`config.mk`:
```
export PLATFORM = sky130hd
export DESIGN_NAME = pwlc_ctrl
export DESIGN_NICKNAME = d
export VERILOG_FILES = /design/src/hw/rtl/pwlc_pkg.sv /design/src/hw/rtl/pwlc_ctrl.sv
export SDC_FILE = /design/constraint.sdc
export NUM_CORES = 1
export LEC_CHECK = 0
export BUFFER_PORTS_ARGS = -buffer_cell sky130_fd_sc_hd__buf_2
export CAP_MARGIN = 25
export CELL_PAD_IN_SITES_DETAIL_PLACEMENT = 1
export CELL_PAD_IN_SITES_GLOBAL_PLACEMENT = 1
export CORE_UTILIZATION = 28
export CTS_BUF_LIST = sky130_fd_sc_hd__clkbuf_8
export CTS_CLUSTER_DIAMETER = 120
export CTS_CLUSTER_SIZE = 30
export DETAILED_ROUTE_END_ITERATION = 8
export PLACE_DENSITY = 0.86
export RECOVER_POWER = 50
export SLEW_MARGIN = 30
export SYNTH_ARGS = -nofsm -noshare
export SYNTH_HDL_FRONTEND = slang
export SYNTH_SLANG_ARGS = --single-unit
```
`constraint.sdc`:
```
create_clock -name clk_i -period 1.55 [get_ports clk_i]
set_input_delay 0.2325 -clock clk_i [delete_from_list [all_inputs] [get_ports clk_i]]
set_output_delay 0.2325 -clock clk_i [all_outputs]
set_load 0.05 [all_outputs]
```
`src/hw/rtl/pwlc_pkg.sv`:
```
package pwlc_pkg;

  // Number of table entries and the address width that follows from it.
  localparam int unsigned SEGMENTS = 16;
  localparam int unsigned SEG_W    = (SEGMENTS > 1) ? $clog2(SEGMENTS) : 1;

  // Slope divider: 32-bit magnitude shifted up by 16 fraction bits.
  localparam int unsigned DQ_W      = 48;
  localparam int unsigned DIV_CNT_W = $clog2(DQ_W);

  localparam logic OP_LOAD = 1'b0;
  localparam logic OP_CONV = 1'b1;

  typedef struct packed {
    logic               opcode;
    logic [3:0]         segment_index;
    logic signed [31:0] seg_min_pixel;
    logic signed [31:0] seg_max_pixel;
    logic signed [31:0] seg_min_value;
    logic signed [31:0] seg_max_value;
    logic signed [31:0] sample_value;
    logic               sample_missing;
  } pwlc_in_t;

  typedef struct packed {
    logic [7:0] pixel;
    logic       out_of_range;
    logic       degenerate_segment;
    logic [3:0] segment_used;
  } pwlc_out_t;

  // Controller to datapath.
  typedef struct packed {
    logic capture;
    logic div_step;
    logic wr_en;
    logic srch_adv;
    logic diff_en;
    logic mlo_en;
    logic mhi_en;
    logic acc_en;
    logic scl_en;
    logic sum_en;
    logic out_load;
  } pwlc_cmd_t;

  // Datapath to controller.
  typedef struct packed {
    logic req_conv;
    logic req_ident;
    logic req_degen;
    logic div_last;
    logic srch_stop;
  } pwlc_sts_t;

endpackage

```
`src/hw/rtl/pwlc_ctrl.sv`:
```
module pwlc_ctrl import pwlc_pkg::*; (
  input  logic      clk_i,
  input  logic      rst_ni,
  input  logic      in_valid_i,
  output logic      in_ready_o,
  output logic      out_valid_o,
  input  logic      out_ready_i,
  input  pwlc_sts_t sts_i,
  output pwlc_cmd_t cmd_o
);

  typedef enum logic [3:0] {
    ST_IDLE,
    ST_DIV,
    ST_WRITE,
    ST_SEARCH,
    ST_DIFF,
    ST_MLO,
    ST_MHI,
    ST_ACC,
    ST_SCALE,
    ST_SUM,
    ST_FIN
  } state_e;

  state_e state_q, state_d;
  logic   out_valid_q, out_valid_d;
  logic   fire;

  assign in_ready_o  = (state_q == ST_IDLE);
  assign fire        = in_valid_i && in_ready_o;
  assign out_valid_o = out_valid_q;

  always_comb begin
    cmd_o       = '0;
    state_d     = state_q;
    out_valid_d = out_valid_q && !out_ready_i;
    case (state_q)
      ST_IDLE: begin
        if (fire) begin
          cmd_o.capture = 1'b1;
          if (sts_i.req_conv) begin
            state_d = sts_i.req_ident ? ST_FIN : ST_SEARCH;
          end else begin
            state_d = sts_i.req_degen ? ST_WRITE : ST_DIV;
          end
        end
      end
      ST_DIV: begin
        cmd_o.div_step = 1'b1;
        if (sts_i.div_last) begin
          state_d = ST_WRITE;
        end
      end
      ST_WRITE: begin
        cmd_o.wr_en = 1'b1;
        state_d     = ST_IDLE;
      end
      ST_SEARCH: begin
        if (sts_i.srch_stop) begin
          state_d = ST_DIFF;
        end else begin
          cmd_o.srch_adv = 1'b1;
        end
      end
      ST_DIFF: begin
        cmd_o.diff_en = 1'b1;
        state_d       = ST_MLO;
      end
      ST_MLO: begin
        cmd_o.mlo_en = 1'b1;
        state_d      = ST_MHI;
      end
      ST_MHI: begin
        cmd_o.mhi_en = 1'b1;
        state_d      = ST_ACC;
      end
      ST_ACC: begin
        cmd_o.acc_en = 1'b1;
        state_d      = ST_SCALE;
      end
      ST_SCALE: begin
        cmd_o.scl_en = 1'b1;
        state_d      = ST_SUM;
      end
      ST_SUM: begin
        cmd_o.sum_en = 1'b1;
        state_d      = ST_FIN;
      end
      ST_FIN: begin
        // Hold until the output register is free.
        if (!out_valid_q || out_ready_i) begin
          cmd_o.out_load = 1'b1;
          out_valid_d    = 1'b1;
          state_d        = ST_IDLE;
        end
      end
      default: begin
        state_d = ST_IDLE;
      end
    endcase
  end

  always_ff @(posedge clk_i or negedge rst_ni) begin
    if (!rst_ni) begin
      state_q     <= ST_IDLE;
      out_valid_q <= 1'b0;
    end else begin
      state_q     <= state_d;
      out_valid_q <= out_valid_d;
    end
  end

endmodule

```
Word-level counts from Yosys, hierarchy flattened. Cells that the tools add are included.

Register bits: 5.

Equal/unequal tests: 14. Muxes and demuxes: 24. Reduce and logical (&&, ||, !) cells: 7.

Operator list (count): $pmux W4 S10 (1); $mux W4 (6); $eq A4 B3 Y1 const B (4); $mux W1 (16); $eq A4 B4 Y1 const B (3); $eq A4 B2 Y1 const B (2); $ne A2 B2 Y1 const B (3); $eq A4 B1 Y1 const B (1); $logic_not A4 Y1 (1); $reduce_and A4 Y1 (1); $logic_and A1 B1 Y1 (2); $logic_not A1 Y1 (2); $mux W2 (1); $ne A2 B1 Y1 const B (1); $logic_or A1 B1 Y1 (1).

Logic depth before layout (Yosys ltp). Gate-level depths: netlist of the first run.

Word-level depth: 4. Gate-level depth with buffers: 5.

Worst setup path before layout of the first run. OpenSTA, ideal clock, no wires.

Path type: register to output. From: register state_q[2]. To: output port cmd_o[10] in the netlist's numbering. Arrival: 2.414 ns. Setup slack: -1.096 ns. Cell stages (with the launch flop): 5. Buffers on the path: 1. Path through: dfrtp_1 buf_6 or2_4 nor3_1 and2_1.

RTL lines: start, declared (RTL line pwlc_ctrl.sv:26) `state_e state_q, state_d;`; start signal, assigned (RTL line pwlc_ctrl.sv:109) `state_q <= state_d;`; end, declared (RTL line pwlc_ctrl.sv:9) `output pwlc_cmd_t cmd_o`.

==> results of run 1 <==
==> through the flow <==
stage | total power, mW | std cells | worst slack (ns)
global placement | 1.40 | 104 | -0.00886
detailed placement | 1.45 | 104 | -0.0473
CTS | 1.91 | 109 | -0.165
finish | 2.00 | 112 | -0.162
floorplan | 1.14 | 61 | -0.380
global route | 2.09 | 112 | -0.207
==> cell families after synthesis <==
group                  Yosys count
AOI/OAI and AO/OA               16
buffers and inverters            9
DFF                              5
muxes                            1
and+or+nand+nor                 30
==> sequential cells by signal, summed over array words and instances, names as in the netlist <==
signal	count
state_q	4
out_valid_o	1
==> cell usage in the layout, fill, tap and decap left out, types with 3 or more instances in the layout <==
| cell type | n |
|---|---|
| clkbuf_8 | 3 |
| nor2_4 | 4 |
| o21ai_0 | 4 |
| buf_2 | 8 |
| inv_1 | 4 |
| buf_4 | 11 |
| dfrtp_1 | 5 |
| buf_8 | 3 |
| a21oi_1 | 3 |
| nor3_4 | 3 |
| nor2_1 | 5 |
| buf_6 | 10 |
| nand2_1 | 4 |
==> layout make-up <==
cell class	instances	area share, %
flip-flops and latches	5	13.6
clock buffers	3	4.49
inverters	5	2.45
clock inverters	1	0.408
well taps	16	2.18
repair buffers	35	34.1
multi-input cells	47	42.7
==> final timing paths <==
check,to,cells after the start
max in group asynchronous,state_q[1],2
max,cmd_o[7],4
min in group asynchronous,out_valid_o,2
min reg2reg,out_valid_o,2
max reg2reg,state_q[0],4
min,out_valid_o,2
==> metal layers <==
metal / GRT usage [%] / wire [um] / up-vias
met4: 21.3 / 70 / 0
met3: 2.16 / 51 / 7
met1: 26.2 / 741 / 282
li1: - / - / 276
met5: 0 / 0 / -
met2: 42.2 / 1050 / 17
==> critical path: stages, from the launching register on <==
cell	delay, ns
dfrtp_1	0.37
or2_4	0.26
or3_4	0.40
clkinvlp_4	0.09
buf_8	0.13
==> synthesized netlist by cell type (2+ instances only) <==
| master | number |
|---|---|
| nor2_1 | 11 |
| dfrtp_1 | 5 |
| inv_1 | 5 |
| nand2_1 | 5 |
| o21ai_0 | 5 |
| a21oi_1 | 4 |
| nor3_1 | 3 |
| buf_2 | 2 |
| nand2b_1 | 2 |
| o21a_1 | 2 |
==> power breakdown <==
group | switching, mW | total [mW] | leakage (nW) | internal (mW)
Clock | 0.0670 | 0.237 | 0.0269 | 0.170
Combinational | 0.899 | 1.54 | 0.322 | 0.638
Sequential | 0.0441 | 0.222 | 0.0662 | 0.178
Total | 1.01 | 2.00 | 0.415 | 0.986
==> what timing repair did <==
item,in CTS,in global routing
resized for setup,35,6
endpoints found under the setup margin,13,12
hold buffers,1,0
pin swaps,2,2
hold endpoints to repair,5,0
setup buffers,0,3
==> parameters.txt, run 1 <==
Parameter                              Value

Outcome
  Status    finished with violations
  Violated checks    negative setup slack

Cells and area
  Multi-input logic area    393 um2
  Area taken by flip-flops and latches    125 um2
  Filler cells    173
  Post-layout net count    ~110
  Final design utilization    61.0%
  Inserted Diodes    0
  Post-layout instance area    approximately 900 um2
  Share of final-layout standard cells stronger than drive strength 1    61.5%
  Synthesis-to-layout area growth    103%

GRT
  Initial antenna violation count    0
  Wire length of the first global-routing pass    roughly 3100 um
  Overall Global Routing Usage    24.4%
  Overflow left after global routing    0
  Via count of the first global-routing pass    approximately 660
  Largest net degree at the start of global routing    13

Synthesis
  Post-Syn Area    453 um2
  Post-synthesis cell type with the largest combined area    dfrtp_1
  Simple-gate area share of the yosys netlist    a little over a third
  Number of enable flip-flop cells after synthesis    0
  Count of mapped cells out of synthesis    61
  Number of different library cells in the post-synthesis netlist    27
  Fraction of the mapped netlist area in compound gates    approximately a quarter
  Dominant combinational cell family by area after synthesis    simple AND/OR/NAND/NOR gates
  Synth Net Count    70
  Synthesized area divided by synthesized cell count    7.43 um2
  Sequential share of the synthesized area    ~28%
  Share of the synthesized netlist area taken by xor and xnor gates    0%
  Count of synthesis-stage warnings from yosys    0
  Flip-flop cell with the highest count after synthesis    dfrtp_1
  Portion of netlist area occupied by mux cells    3.31%
  Synth top area cells    dfrtp_1 28%, nor2_1 9.1%, o21ai_0 5.5%, a21oi_1 4.4%, inv_1 4.1%
  Proportion of register bits with asynchronous set or reset after synthesis    100%
  Post-Synth Adder-Cell Area    0%
  Top cell type's share of synthesized area    27.6%
  Register bit count reported by yosys    5

Drt
  Iteration-0 DRC Markers    6
  Ratio of routed vias to standard cells    5.20
  Final wirelength    about 1900 um
  WL/cell    17.0 um
  Routed vias    ~580
  Antenna Nets Post-Route    0
  Residual DRC count    0
  DR pass1 iterations    4

Worst hold path
  Min-Delay Path Class    in -> reg
  Start point of the worst min-delay path    out_ready_i

Setup path
  Endpoint arrival time on the critical path    1.48 ns
  Element type at the critical path start    flop
  Startpoint of the most critical register-to-register path    state_q[3]
  Start point of the critical path    state_q[3]
  Worst Path Required    1.32 ns
  Crit-path max FO    3
  R2R Setup Slk    -0.06 ns
  Crit Path Category    reg -> out
  Endpoint type of the worst setup path    output pin

Run
  Number of max-cap violations    0

Power
  Power density over cell area    2170 nW/um2
  Leakage component of the power    roughly 0.42 nW
  Peak supply drop    between 1 and 1.5 mV

Clock tree
  Clock-pin transition on the worst setup and hold timing paths    0.03 ns
  Clock tree from TritonCTS    yes
  Total number of H-tree levels    1
  Clock Latency Late Sink    about 0.22 ns
  CTS Root Cell    clkbuf_8
  CTS buffer count    3
  Num Clock Sinks    5
  Largest buffer count on any clock path    2

Timing
  Setup repair after global routing missed its margin    yes
  Largest clock skew in the final design    around 0.00032 ns
  Number of hold violations in the final report    0
  Number of pins exceeding their max-slew limit in the final report    0
  Max Fclk    584 MHz
  Final worst-path cycle share    110%
  Tmin final    roughly 1.7 ns
  Worst max-slew margin expressed relative to the limit    77.5%
  Final Setup Violations    9
  Worst slew pin tran    about 0.34 ns
  Final TNS setup    -0.755 ns
  Worst Slack Setup Final    -0.162 ns
  Post-route worst hold slack    0.252 ns

Floorplan
  Placement Rows    14
  Width of the die    42.2 um
  Io pins    22
  Die ar.    1780 um2
  Floorplan Core Area    between 1500 and 2000 um2
  Starting utilization of the core area    30.1%
  Vertical die dimension    42.2 um

Place
  HPWL after detailed placement    roughly 1300 um
  Count of input and output buffers    21
  Placer's final routability congestion estimate    0.856
  Placed Area    712 um2
Note: power is estimated with default switching activity, not from simulation.
==> run 2, diff against run 1 <==
- CORE_UTILIZATION: 28 -> 31
- GPL_TIMING_DRIVEN: unset -> 0
- PLACE_DENSITY: 0.86 -> 0.9
- RECOVER_POWER: 50 -> 100
- clock period: 1.55 -> 1.6 ns (I/O delays scaled with it)
==> run 2 against run 1 <==
  * The run still ends with negative setup slack left
  * Final area rose by 1.1%
  * Clock power rose by 3%
  * First-iteration DRC count rose by 100%
  * Critical endpoint is now state_q[0]
  * Largest cell class unchanged
  * Highest routed layer unchanged
==> parameters.txt, run 2 (synthesis results as in run 1) <==
Parameter                              Value

Outcome
  Status    finished with violations
  Violated checks    negative setup slack

GRT
  Initial antenna violation count    0 (unchanged)
  Largest net degree at the start of global routing    11 (-2)
  Overflow left after global routing    0 (unchanged)
  Overall Global Routing Usage    30.5% (+6.1 points)
  Wire length of the first global-routing pass    3020 um (-1.8%)
  Via count of the first global-routing pass    623 (-4.9%)

Timing
  Final worst-path cycle share    115%
  Post-route worst hold slack    0.299 ns (+0.0468 ns)
  Final Setup Violations    11 (+2)
  Setup repair after global routing missed its margin    yes
  Number of hold violations in the final report    0 (unchanged)
  Worst max-slew margin expressed relative to the limit    79.1% (+1.6 points)
  Worst slew pin tran    0.314 ns (-0.0234 ns)
  Final TNS setup    -1.45 ns (-0.696 ns)
  Tmin final    1.85 ns
  Max Fclk    541 MHz
  Number of pins exceeding their max-slew limit in the final report    0 (unchanged)
  Worst Slack Setup Final    -0.248 ns (-0.0859 ns)
  Largest clock skew in the final design    0.00814 ns (+0.00782 ns)

Cells and area
  Register containing the most flip-flops in the final layout    state_q
  Post-layout net count    107 (+0.94%)
  Share of final-layout standard cells stronger than drive strength 1    61.9% (+0.40 points)
  Inserted Diodes    0 (unchanged)
  Max reg flops    4 (unchanged)
  Top library cells by usage in the layout, fill and taps aside    11 x buf_4, 9 x buf_6, 8 x buf_2, 6 x nor2_4, 6 x buf_8
  Final design utilization    69.7% (+8.7 points)
  Synthesis-to-layout area growth    105%
  Most common cell after layout, fill and taps aside    buf_4

Clock tree
  Largest buffer count on any clock path    2 (unchanged)
  CTS buffer count    3 (unchanged)
  Num Clock Sinks    5 (unchanged)
  Clock Latency Late Sink    0.23 ns (about the same)
  Clock tree from TritonCTS    yes
  CTS Root Cell    clkbuf_8
  Total number of H-tree levels    1 (unchanged)
  Clock-pin transition on the worst setup and hold timing paths    0.04 ns (about the same)

Setup path
  Startpoint of the most critical register-to-register path    state_q[2]
  R2R Setup Slk    -0.25 ns (-0.19 ns)
  Cells on worst reg2reg path    6 (+2)
  Worst r2r dst    state_q[0]
  Element type at the critical path start    flop
  Family with the most delay on the worst path    simple AND/OR/NAND/NOR gates
  CP Buf/Inv Count    2 (unchanged)
  Slowest CP cell    or3_4
  Worst Path Required    1.71 ns (+0.39 ns)
  Crit path largest cell delay    0.39 ns (about the same)
  Endpoint type of the worst setup path    flop
  Endpoint arrival time on the critical path    1.96 ns (+0.48 ns)
  Crit-path max FO    4 (+1)
  Crit Path Category    reg -> reg
  List of cells traversed by the critical path    buf_6 -> or2_4 -> or3_4 -> buf_4 -> o311ai_2 -> mux2_4
  Start point of the critical path    state_q[2]

Worst hold path
  Endpoint of the worst hold-timing path    out_valid_o
  Start point of the worst min-delay path    out_ready_i
  Worst hold path cell count    2 (unchanged)
  Min-Delay Path Class    in -> reg

Drt
  Ratio of routed vias to standard cells    5.53 (+6.4%)
  Routed vias    619 (+6.4%)
  Antenna Nets Post-Route    0 (unchanged)
  DR pass1 iterations    4 (unchanged)
  Residual DRC count    0 (unchanged)
  Final wirelength    2170 um (+14%)
  WL/cell    19.4 um (+14%)
  Iteration-0 DRC Markers    12 (+6)

Place
  Count of input and output buffers    21 (unchanged)
  Placer's final routability congestion estimate    0.843 (-1.5%)
  HPWL after detailed placement    1030 um (-18%)

Power
  Internal power consumption    1.02 mW (+3.0%)
  Fraction of power spent switching nets    49.9% (-0.67 points)
  Peak supply drop    1.27 mV (-7.5%)
  Leakage component of the power    0.420 nW (+1.2%)
  Power spent charging and discharging nets    1.01 mW (+0.26%)
  Relative contribution of sequential cells to total power    10.6% (-0.5 points)
  Power share of the combinational group    77.4% (+0.4 points)
  Power density over cell area    2180 nW/um2 (+0.51%)
  Relative contribution of the clock network to total power    12.0% (about the same)

Floorplan
  Starting utilization of the core area    34.0% (+3.9 points)
  Placement Rows    13 (-1)
  Vertical die dimension    40.2 um (-4.7%)
  Die ar.    1620 um2 (-9.2%)
  Floorplan Core Area    1330 um2 (-11%)
  Io pins    22 (unchanged)
  Width of the die    40.2 um (-4.7%)

Run
  Number of max-cap violations    0 (unchanged)
run 2: cell type report:
| type | count | area, um2 |
|---|---|---|
| plain buffers | 4 | 41.3 |
| clock buffers | 3 | 41.3 |
| clock inverters | 1 | 3.75 |
| fillers | 151 | 404 |
| inverters | 5 | 22.5 |
| multi-input cells | 47 | 389 |
| flip-flops and latches | 5 | 126 |
| well taps | 15 | 18.8 |
| repair buffers | 32 | 287 |
run 2: power by group through the flow:
stage / clock network (mW) / logic (mW) / registers (mW)
2_1_floorplan: 0 / 0.874 / 0.210
3_3_place_gp: 0 / 1.06 / 0.200
3_5_place_dp: 0 / 1.08 / 0.202
4_1_cts: 0.234 / 1.40 / 0.202
5_1_grt: 0.256 / 1.64 / 0.222
6_report: 0.243 / 1.57 / 0.216
run 2: how the worst max path moves through the flow:
| stage | endpoint | slack (ns) | cells past startpoint |
|---|---|---|---|
| 2_1_floorplan | cmd_o[10] | -0.34 | 4 |
| 3_3_place_gp | cmd_o[7] | -0.16 | 5 |
| 3_5_place_dp | cmd_o[5] | -0.21 | 4 |
| 4_1_cts | cmd_o[7] | -0.22 | 5 |
| 5_1_grt | cmd_o[7] | -0.28 | 5 |
| 6_report | state_q[0] | -0.25 | 6 |
run 2: timing repair:
| action | 4_1_cts | 5_1_grt |
|---|---|---|
| pin swaps | 4 | 3 |
| hold buffers | 1 | 0 |
| hold endpoints to repair | 5 | 0 |
| endpoints found under the setup margin | 13 | 14 |
| setup buffers | 7 | 4 |
| gates resized for setup | 31 | 18 |
run 2: metrics by stage:
| step | cells | setup slack [ns] | power, mW | cell area, um2 |
|---|---|---|---|---|
| after CTS | 109 | -0.220 | 1.84 | 848 |
| final | 112 | -0.248 | 2.03 | 930 |
| after detailed placement | 97 | -0.213 | 1.29 | 643 |
| after global placement | 97 | -0.162 | 1.26 | 643 |
| after global routing | 112 | -0.284 | 2.12 | 930 |
| after floorplan | 61 | -0.337 | 1.08 | 519 |
run 2: worst register-to-register path, cell delays in order (launching register included):
cell      delay, ns
dfrtp_1        0.38
buf_6          0.13
or2_4          0.26
or3_4          0.39
buf_4          0.16
o311ai_2       0.08
mux2_4         0.33
run 2: layer usage:
layer	GRT usage (%)	vias up	routed length [um]
met3	3.89	6	85
met1	36.8	310	956
met2	51.6	24	1070
li1	-	279	-
met5	0	-	0
met4	17.5	0	59
